### config.mk
export PLATFORM = sky130hd
export DESIGN_NAME = itr_fifo
export DESIGN_NICKNAME = d
export VERILOG_FILES = /design/src/sv/itr_pkg.sv /design/src/sv/itr_fifo.sv
export SDC_FILE = /design/constraint.sdc
export NUM_CORES = 1
export LEC_CHECK = 0
export BUFFER_PORTS_ARGS = -buffer_cell sky130_fd_sc_hd__buf_2
export CAP_MARGIN = 20
export CORE_MARGIN = 3
export CORE_UTILIZATION = 45
export DETAILED_ROUTE_END_ITERATION = 7
export GPL_ROUTABILITY_DRIVEN = 0
export PLACE_DENSITY = 0.68
export SYNTH_ARGS = -nofsm -noshare
export SYNTH_HDL_FRONTEND = slang
export SYNTH_SLANG_ARGS = --single-unit
export TNS_END_PERCENT = 1
### constraint.sdc
create_clock -name i_clk -period 11.44 [get_ports i_clk]
set_clock_uncertainty 0.2 [all_clocks]
set_input_delay 1.716 -clock i_clk [delete_from_list [all_inputs] [get_ports i_clk]]
set_output_delay 1.716 -clock i_clk [all_outputs]
set_load 0.005 [all_outputs]
### src/sv/itr_pkg.sv
package itr_pkg;

    // rotation matrix entries (row major, q2.30) and moments (q16.16)
    typedef struct packed {
        logic [8:0][31:0] rot;
        logic [2:0][31:0] mom;
    } t_mid;

    // tensor entries out of the back end
    typedef struct packed {
        logic [5:0][35:0] ten;
    } t_res;

    localparam int FIFO_DEPTH = 4;
    localparam int FIFO_AW    = 2;

    // row and column of each distinct tensor entry: xx xy xz yy yz zz
    localparam int ENT_I [6] = '{0, 0, 0, 1, 1, 2};
    localparam int ENT_J [6] = '{0, 1, 2, 1, 2, 2};

endpackage

### src/sv/itr_fifo.sv
module itr_fifo (
    input  logic          i_clk,
    input  logic          i_rst_n,
    input  logic          i_push,
    output logic          o_full,
    input  itr_pkg::t_mid i_data,
    input  logic          i_pop,
    output logic          o_empty,
    output itr_pkg::t_mid o_data
);

    localparam logic [itr_pkg::FIFO_AW:0] DEPTH = (itr_pkg::FIFO_AW + 1)'(itr_pkg::FIFO_DEPTH);

    itr_pkg::t_mid r_mem [itr_pkg::FIFO_DEPTH];
    logic [itr_pkg::FIFO_AW-1:0] r_wp, r_rp;
    logic [itr_pkg::FIFO_AW:0]   r_cnt;
    logic do_push, do_pop;

    assign o_full  = (r_cnt == DEPTH);
    assign o_empty = (r_cnt == '0);
    assign do_push = i_push && !o_full;
    assign do_pop  = i_pop && !o_empty;
    assign o_data  = r_mem[r_rp];

    // pointers and fill count
    always_ff @(posedge i_clk) begin
        if (!i_rst_n) begin
            r_wp  <= '0;
            r_rp  <= '0;
            r_cnt <= '0;
        end else begin
            if (do_push) r_wp <= r_wp + 1'b1;
            if (do_pop)  r_rp <= r_rp + 1'b1;
            if (do_push && !do_pop)      r_cnt <= r_cnt + 1'b1;
            else if (do_pop && !do_push) r_cnt <= r_cnt - 1'b1;
        end
    end

    // storage
    always_ff @(posedge i_clk) begin
        if (do_push) r_mem[r_wp] <= i_data;
    end

endmodule

==> run_results.csv, run 1 <==
group,metric,value,unit
cts,clock-root-buffer,"clkbuf_16",
cts,clockBufferDepth,3,
global_route,grt_first_pass_wirelength,173,mm
pwr,peakVddDrop,0.160,mV
cts,postCtsHoldBufs,0,
cts,cts-buffers-inserted,155,
die,core_area,125000,sq um
job,drv_cap,0,
final_layout,syn2layout_area_growth,18.4,%
die,dieArea,131000,sq um
synth,syn_area,56900,sq um
worst_setup_path,crit_required,9.52,ns
sta,worstMarginPinSlew,1.21,ns
detailed_routing,drt-wirelength-per-cell,25.1,um
sta,slew_viol_final,0,
cts,htree_num_levels,4,
synth,ys_seq_elements,1545,
synth,synth_edf_count,1536,
detailed_routing,drt_wl_total,118,mm
synth,synthTopCellsByArea,"edfxtp_1 (81%), mux4_1 (12%), mux4_2 (5.2%)",
global_route,antenna_found_initial,61,
final_layout,mostFrequentLayoutCells,"edfxtp_1 (1536), buf_2 (773), mux4_1 (253), clkbuf_16 (159), mux4_2 (131)",
synth,yosys_warnings,0,
synth,post_synth_num_cell_types,25,
synth,synth.largest_area_cell,"edfxtp_1",
final_layout,num-nets-final,3311,
worst_setup_path,arrival,3.90,ns
cts,post_cts_buffers,0,
die,num_io_pins,774,
sta,fin_crit_sh,50.9,%
worst_setup_path,cp_max_fo,127,
outcome,outcome,"completed",
sta,fin_crit,5.82,ns
final_layout,finalInstanceArea,67400,sq um
synth,synthCells,2054,
die,initial_core_util,45.7,%
place,dpl_cell_area,62400,sq um
final_layout,final_common_cell,"edfxtp_1",
synth,synthFlopType,"edfxtp_1",
pwr,power.density,221,nW/um^2
sta,relSlewSlack,19.6,%
place,port_buffers,773,
final_layout,drive_above_1_share,37.3,%
global_route,grt_max_degree,179,
synth,yosysTopAreaCellShare,81.1,%
detailed_routing,vias_per_cell,5.39,
worst_setup_path,crit_type,"reg2out",
cts,cts_tree,"yes",
die,rows,129,
pwr,power,14.9,mW
detailed_routing,dr.pass1.iters,6,
synth,syn_avg_cell_area,27.7,sq um
sta,rsz0062_at_grt,"no",
detailed_routing,drt-initial-drc-count,2313,
detailed_routing,drc,0,
sta,hold_viol,0,
sta,fmax,172,MHz
cts,clk_pin_slew,0.06,ns
place,pre_cts_ws,6.10,ns
synth,async_flop_share,0,%
cts,ctsResizeCount,0,
synth,ys_seq_area_share,81.4,%
detailed_routing,ant_nets,0,
die,die_height,362,um
pwr,p_leak,22.7,nW
place,place_hpwl,72.3,mm
detailed_routing,vias,25400,
place,dp.cells,4397,
worst_setup_path,cp-end-kind,"primary output",
global_route,grt_use_total,17.8,%
worst_setup_path,cp-start-kind,"flip-flop",
global_route,grt_overflow_total,0,
sta,finalWorstSetupSlack,5.62,ns
sta,setup_violations,0,
global_route,grt_pass1_vias,26800,
cts,clock_latency,0.77,ns
final_layout,final_cell_count_no_fill,4716,
min_path,min_path_type,"reg2reg",
die,die_x,362,um
cts,clock-sinks,1545,
synth,syn_nets,2448,
==> cells in the mapped netlist, types with 3 or more instances <==
library cell	count
dfxtp_1	9
mux4_1	253
buf_8	4
and2_1	8
ha_1	5
mux2i_1	3
clkbuf_1	6
buf_6	37
nand2_1	4
xnor2_1	3
inv_1	3
mux4_2	131
buf_2	41
edfxtp_1	1536
==> logic make-up (layout without fill, tap and decap cells) <==
kind of cell	count (synthesis)	in the layout	share of synthesized area, %
XOR/XNOR	4	4	0.0616
AND/OR/NAND/NOR	17	17	0.172
flip-flops	1545	1545	81.4
AO/OA/AOI/OAI	4	4	0.0506
other	0	36	0
multiplexers	387	387	16.9
buffers and inverters	91	1080	1.26
adder cells (fa/ha/maj)	6	6	0.145
==> state kept, by name (all words and copies together), names as in the netlist, named ones only <==
register,count
r_mem,1536
r_cnt,3
r_rp,2
r_wp,2
==> worst paths after layout <==
check	start	end	slack, ns	cells after the start
max	flip-flop	o_data[154]	5.62	4
min	r_wp[0]	r_wp[0]	0.33	2
max reg2reg	r_cnt[0]	r_mem[0][369]	7.20	6
min reg2reg	r_wp[0]	r_wp[0]	0.33	2
==> layer usage <==
layer	global-route usage, %	up-vias	part of all wire, %
met3	7.23	237	9.2
li1	-	11000	-
met4	6.96	44	3.2
met1	21.2	13200	37
met2	29.2	917	50
met5	0	-	0.25
==> where the power goes <==
group | total [mW] | switching (mW) | internal, mW
combinational | 3.09 | 1.61 | 1.48
clock | 4.82 | 2.05 | 2.77
sequential | 7.00 | 0.122 | 6.88
total | 14.9 | 3.79 | 11.1
==> stage by stage <==
step / TNS [ns] / utilization [%] / hold WS, ns
4_1_cts: 0 / 54.0 / 0.321
3_3_place_gp: 0 / 50.1 / 0.275
5_1_grt: 0 / 54.0 / 0.359
2_1_floorplan: -277.81 / - / 0.268
6_report: 0 / 54.1 / 0.328
3_5_place_dp: 0 / 50.1 / 0.309
==> cell type report <==
type | instances | area [sq um]
Timing Repair Buffer | 794 | 4180
Clock inverter | 81 | 727
Inverter | 3 | 11.3
Tap cell | 1637 | 2050
Multi-Input combinational cell | 418 | 9880
Clock buffer | 202 | 4140
Fill cell | 9276 | 57200
Antenna cell | 36 | 90.1
Sequential cell | 1545 | 46300
==> worst max-delay path, stage by stage, from the launching register on <==
cell and delay, ns:
dfxtp_4 0.42, buf_12 0.66, buf_4 0.88, mux4_1 0.71, buf_2 0.16
Note: power is estimated with default switching activity, not from simulation.
==> run 2, diff against run 1 <==
--- a/config.mk
+++ b/config.mk
@@ -11,7 +11,7 @@
 export CORE_UTILIZATION = 45
 export DETAILED_ROUTE_END_ITERATION = 7
 export GPL_ROUTABILITY_DRIVEN = 0
-export PLACE_DENSITY = 0.68
+export PLACE_DENSITY = 0.66
 export SYNTH_ARGS = -nofsm -noshare
 export SYNTH_HDL_FRONTEND = slang
 export SYNTH_SLANG_ARGS = --single-unit
==> constraint.sdc (replaced) <==
create_clock -name i_clk -period 5.7 [get_ports i_clk]
set_clock_uncertainty 0.2 [all_clocks]
set_input_delay 0.855 -clock i_clk [delete_from_list [all_inputs] [get_ports i_clk]]
set_output_delay 0.855 -clock i_clk [all_outputs]
set_load 0.005 [all_outputs]
==> run 2 against run 1 <==
Compared with the run above: global-route usage up 0.89 points; register-to-register slack worse by 4.6 ns; via count up 1.5%; design area up 0.72%; wire length up 3.9%; core utilization up 0.39 points; sequential share of layout area down 0.49 points; first-iteration DRC count down 8.3%; clock power up 100%; count of clock-buffer cells in the layout down 2; largest power group unchanged.
==> run_results.csv, run 2 (synthesis gave the netlist of run 1 again) <==
group,metric,value,unit
die,initial_core_util,45.7,%
final_layout,largest_reg_flops,1536,
final_layout,top_regs,"r_mem: 1536 flops, r_cnt: 3 flops",
detailed_routing,highest_layer,"met5",
final_layout,final_common_cell,"edfxtp_1",
outcome,outcome,"completed",
pwr,power,30.2,mW
cts,post_cts_buffers,0,
global_route,antenna_found_initial,61,
cts,clock-sinks,1545,
cts,clockBufferDepth,3,
sta,setup_violations,0,
global_route,grt_max_degree,92,
worst_setup_path,cp-end-kind,"primary output",
min_path,min_path_type,"in2reg",
pwr,power.density,445,nW/um^2
sta,hold_ws,0.0959,ns
place,port_buffers,773,
place,pre_cts_ws,2.01,ns
die,rows,129,
sta,slew_viol_final,0,
detailed_routing,met1_length,45.7,mm
sta,worstMarginPinSlew,1.08,ns
cts,postCtsHoldBufs,0,
global_route,grt_use_total,18.7,%
job,drv_cap,0,
detailed_routing,drt-wirelength-per-cell,25.8,um
sta,fmax,228,MHz
cts,cts_tree,"yes",
global_route,grt_first_pass_wirelength,180,mm
cts,clock_latency,0.76,ns
detailed_routing,drc,0,
final_layout,top_register,"r_mem",
final_layout,num-nets-final,3358,
sta,finalSetupTns,0,ns
detailed_routing,vias,25800,
worst_setup_path,cpPeakStageDelay,1.04,ns
cts,htree_num_levels,4,
detailed_routing,vias_per_cell,5.41,
sta,hold_viol,0,
global_route,grt_pass1_vias,27300,
final_layout,fin_util,54.5,%
final_layout,finalInstanceArea,67900,sq um
place,place_hpwl,78.5,mm
sta,finalWorstSetupSlack,1.32,ns
final_layout,mostFrequentLayoutCells,"edfxtp_1 (1536), buf_2 (773), mux4_1 (253), clkbuf_16 (160), mux4_2 (131)",
cts,clock-root-buffer,"clkbuf_16",
worst_setup_path,path_buf_inv,2,
place,dp.cells,4442,
final_layout,syn2layout_area_growth,19.3,%
pwr,peakVddDrop,0.286,mV
die,core_area,125000,sq um
worst_setup_path,cp-start-kind,"flip-flop",
worst_setup_path,cp_max_fo,48,
sta,fin_crit,4.38,ns
worst_setup_path,crit_type,"reg2out",
detailed_routing,drt-initial-drc-count,2122,
die,die_height,362,um
sta,rsz0062_at_grt,"no",
die,num_io_pins,774,
final_layout,fillers,9316,
worst_setup_path,arrival,3.32,ns
global_route,grt_overflow_total,0,
worst_setup_path,path_delay_family,"flip-flops",
die,die_x,362,um
die,dieArea,131000,sq um
final_layout,final_cell_count_no_fill,4769,
worst_setup_path,crit_slowest_cell,"dfxtp_4",
sta,fin_crit_sh,76.8,%
detailed_routing,dr.pass1.iters,5,
cts,cts-buffers-inserted,156,
cts,ctsResizeCount,0,
detailed_routing,met2_length,62.2,mm
cts,clk_pin_slew,0.06,ns
worst_setup_path,crit_required,4.64,ns
final_layout,drive_above_1_share,38.6,%
detailed_routing,ant_nets,0,
detailed_routing,drt_wl_total,123,mm
place,dpl_cell_area,62800,sq um
worst_setup_path,cp_cell_sequence,"buf_4, mux4_1, buf_2",
sta,relSlewSlack,28.2,%
detailed_routing,dr_wl_met3,11.2,mm
pwr,p_leak,23.0,nW
## run 2: changes by cell type in the layout (fill, tap and decap cells not counted), moves of 2 or more
| cell | change |
|---|---|
| clkbuf_1 | -3 |
| inv_6 | -2 |
| clkinv_1 | -6 |
| buf_12 | +5 |
| clkinv_2 | +9 |
| buf_4 | +41 |
| diode_2 | +4 |
## run 2: final cells by class
cell class                      count  area [sq um]  area share, %
Sequential cell                  1545         46300           68.2
Multi-Input combinational cell    418          9880           14.6
Timing Repair Buffer              840          4580           6.75
Clock buffer                      200          4150           6.12
Tap cell                         1637          2050           3.02
Clock inverter                     86           779           1.15
Antenna cell                       40           100          0.147
Inverter                            3          11.3         0.0166
## run 2: metal layers
metal / vias to the layer above / GRT usage (%)
li1: 11100 / -
met1: 13500 / 22.5
met2: 971 / 30.9
met3: 232 / 7.11
met4: 28 / 7.02
met5: - / 0.399
## run 2: worst register-to-register path, cell delays in order, from the launching register on
cell     delay, ns
dfxtp_1       0.47
nor3b_1       0.11
and2b_1       0.37
and2_4        0.85
buf_4         0.70
## run 2: worst paths after layout
path | cells past startpoint | slack [ns] | start | to
setup reg to reg | 4 | 2.63 | r_cnt[0] | r_mem[3][54]
hold reg to reg | 2 | 0.31 | r_wp[1] | r_wp[1]
setup / recovery | 3 | 1.32 | flip-flop | o_data[65]
hold / removal | 1 | 0.1 | i_data[154] | r_mem[0][154]
## run 2: power by group
group | total (mW) | switching (mW) | internal, mW
Combinational | 6.29 | 3.23 | 3.06
Clock | 9.75 | 4.12 | 5.63
Sequential | 14.1 | 0.359 | 13.8
Total | 30.2 | 7.71 | 22.5
==> run 3, diff against run 2 <==
==> constraint.sdc (replaced) <==
create_clock -name i_clk -period 4.2 [get_ports i_clk]
set_clock_uncertainty 0.2 [all_clocks]
set_input_delay 0.63 -clock i_clk [delete_from_list [all_inputs] [get_ports i_clk]]
set_output_delay 0.63 -clock i_clk [all_outputs]
set_load 0.005 [all_outputs]
==> run 3 against run 2 <==
Compared with the run above: register-to-register slack lost 1.3 ns; sequential share of layout area shrank 3.8 points; clock power grew 30%; combinational power grew 46%; first-iteration DRC count grew 6.3%; cell count grew 7.9%.
==> run_results.csv, run 3 (synthesis gave the netlist of run 1 again) <==
group,metric,value,unit
detailed_routing,vias,27500,
worst_setup_path,cpPeakStageDelay,0.71,ns
final_layout,top_regs,"r_mem: 1536 flops, r_cnt: 3 flops",
global_route,grt_first_pass_wirelength,189,mm
cts,clock-sinks,1545,
detailed_routing,ant_nets,0,
global_route,grt_use_total,19.4,%
sta,setup_violations,0,
die,initial_core_util,45.7,%
worst_setup_path,crit_slowest_cell,"mux4_1",
cts,htree_num_levels,4,
place,dpl_cell_area,63300,sq um
worst_setup_path,cp-start-kind,"flip-flop",
final_layout,mostFrequentLayoutCells,"edfxtp_1 (1536), buf_2 (773), dlygate4sd3_1 (385), mux4_1 (253), clkbuf_16 (154)",
worst_setup_path,cp-end-kind,"primary output",
sta,fin_crit_sh,88.2,%
detailed_routing,drt-initial-drc-count,2256,
final_layout,top_register,"r_mem",
outcome,outcome,"completed",
final_layout,final_common_cell,"edfxtp_1",
final_layout,syn2layout_area_growth,26.4,%
die,die_x,362,um
die,core_area,125000,sq um
worst_setup_path,crit_required,3.37,ns
global_route,grt_pass1_vias,29700,
global_route,antenna_found_initial,25,
cts,cts-buffers-inserted,154,
die,rows,129,
cts,post_cts_buffers,0,
cts,ctsResizeCount,0,
sta,hold_viol,0,
sta,slew_viol_final,0,
sta,finalSetupTns,0,ns
detailed_routing,vias_per_cell,5.33,
cts,clockBufferDepth,3,
cts,cts_tree,"yes",
final_layout,finalInstanceArea,71900,sq um
detailed_routing,dr.pass1.iters,7,
sta,fin_crit,3.70,ns
job,drv_cap,0,
detailed_routing,drt_wl_total,128,mm
place,place_hpwl,81.9,mm
worst_setup_path,cp_cell_sequence,"buf_12, mux4_1, buf_2",
detailed_routing,drc,0,
cts,clk_pin_slew,0.06,ns
die,die_height,362,um
worst_setup_path,crit_type,"reg2out",
cts,clock_latency,0.76,ns
worst_setup_path,cp_max_fo,57,
sta,rsz0062_at_grt,"no",
cts,clock-root-buffer,"clkbuf_16",
die,dieArea,131000,sq um
worst_setup_path,arrival,2.87,ns
sta,worstMarginPinSlew,0.872,ns
cts,postCtsHoldBufs,385,
final_layout,largest_reg_flops,1536,
pwr,peakVddDrop,0.490,mV
min_path,min_path_type,"in2reg",
pwr,power.density,570,nW/um^2
global_route,grt_max_degree,83,
worst_setup_path,timing.reg2reg.setup_slack,1.37,ns
sta,relSlewSlack,41.9,%
final_layout,num-nets-final,3767,
die,num_io_pins,774,
final_layout,fillers,8921,
final_layout,drive_above_1_share,34.2,%
global_route,grt_overflow_total,0,
sta,fmax,270,MHz
detailed_routing,drt-wirelength-per-cell,24.9,um
pwr,p_leak,24.7,nW
place,port_buffers,773,
## run 3: cell types whose count changed in the layout (fill, tap and decap cells not counted), moves of 4 or more
| cell | previous run | this run |
|---|---|---|
| bufinv_16 | 10 | 5 |
| clkinv_16 | 0 | 4 |
| buf_12 | 17 | 41 |
| clkbuf_16 | 160 | 154 |
| clkinv_1 | 31 | 44 |
| dlygate4sd3_1 | 0 | 385 |
| diode_2 | 40 | 18 |
| clkinv_2 | 27 | 17 |
## run 3: final timing paths
kind	endpoint	from	cells past startpoint
hold reg to reg	r_wp[1]	r_wp[1]	2
setup / recovery	o_data[311]	flip-flop	3
hold / removal	r_rp[0]	i_pop	4
setup reg to reg	r_mem[0][21]	r_cnt[1]	4
## run 3: report_power, final
group | leakage [nW] | internal (mW) | switching, mW
logic | 8.27 | 4.54 | 4.65
clock network | 2.28 | 7.11 | 5.60
registers | 14.2 | 18.7 | 0.419
total | 24.7 | 30.3 | 10.7
## run 3: worst max-delay path: cells and delay by family, from the launching register on
| kind | cells | cell delay, ns |
|---|---|---|
| flops | 1 | 0.70 |
| buf+inv | 2 | 0.57 |
| mux | 1 | 0.71 |
## run 3: layout make-up
class	instances	area [sq um]	share of cell area, %
Sequential cell	1545	46300	64.4
Multi-Input combinational cell	418	9880	13.7
Timing Repair Buffer	1251	8930	12.4
Clock buffer	192	4000	5.56
Tap cell	1637	2050	2.85
Clock inverter	83	701	0.974
Antenna cell	18	45.0	0.0626
Inverter	3	11.3	0.0157
## run 3: per-layer routing
metal / vias to the layer above / global-route usage, % / wire [um]
li1: 11900 / - / -
met1: 14200 / 23.1 / 47000
met2: 1096 / 32.8 / 64900
met3: 243 / 6.89 / 11700
met4: 12 / 6.92 / 4280
met5: - / 0 / 82
## run 3: through the flow
| stage | std cells | power [mW] | hold slack (ns) | setup slack, ns | utilization, % |
|---|---|---|---|---|---|
| 5_1_grt | 5142 | 42.7 | 0.134 | 0.314 | 57.7 |
| 3_3_place_gp | 4469 | 28.3 | 0.276 | 1.22 | 50.8 |
| 4_1_cts | 5129 | 41.5 | 0.0839 | 0.351 | 57.7 |
| 2_1_floorplan | 2054 | 24.5 | 0.268 | 0.00310 | - |
| 3_5_place_dp | 4469 | 28.5 | 0.306 | 1.20 | 50.8 |
| 6_report | 5147 | 41.0 | 0.150 | 0.496 | 57.7 |
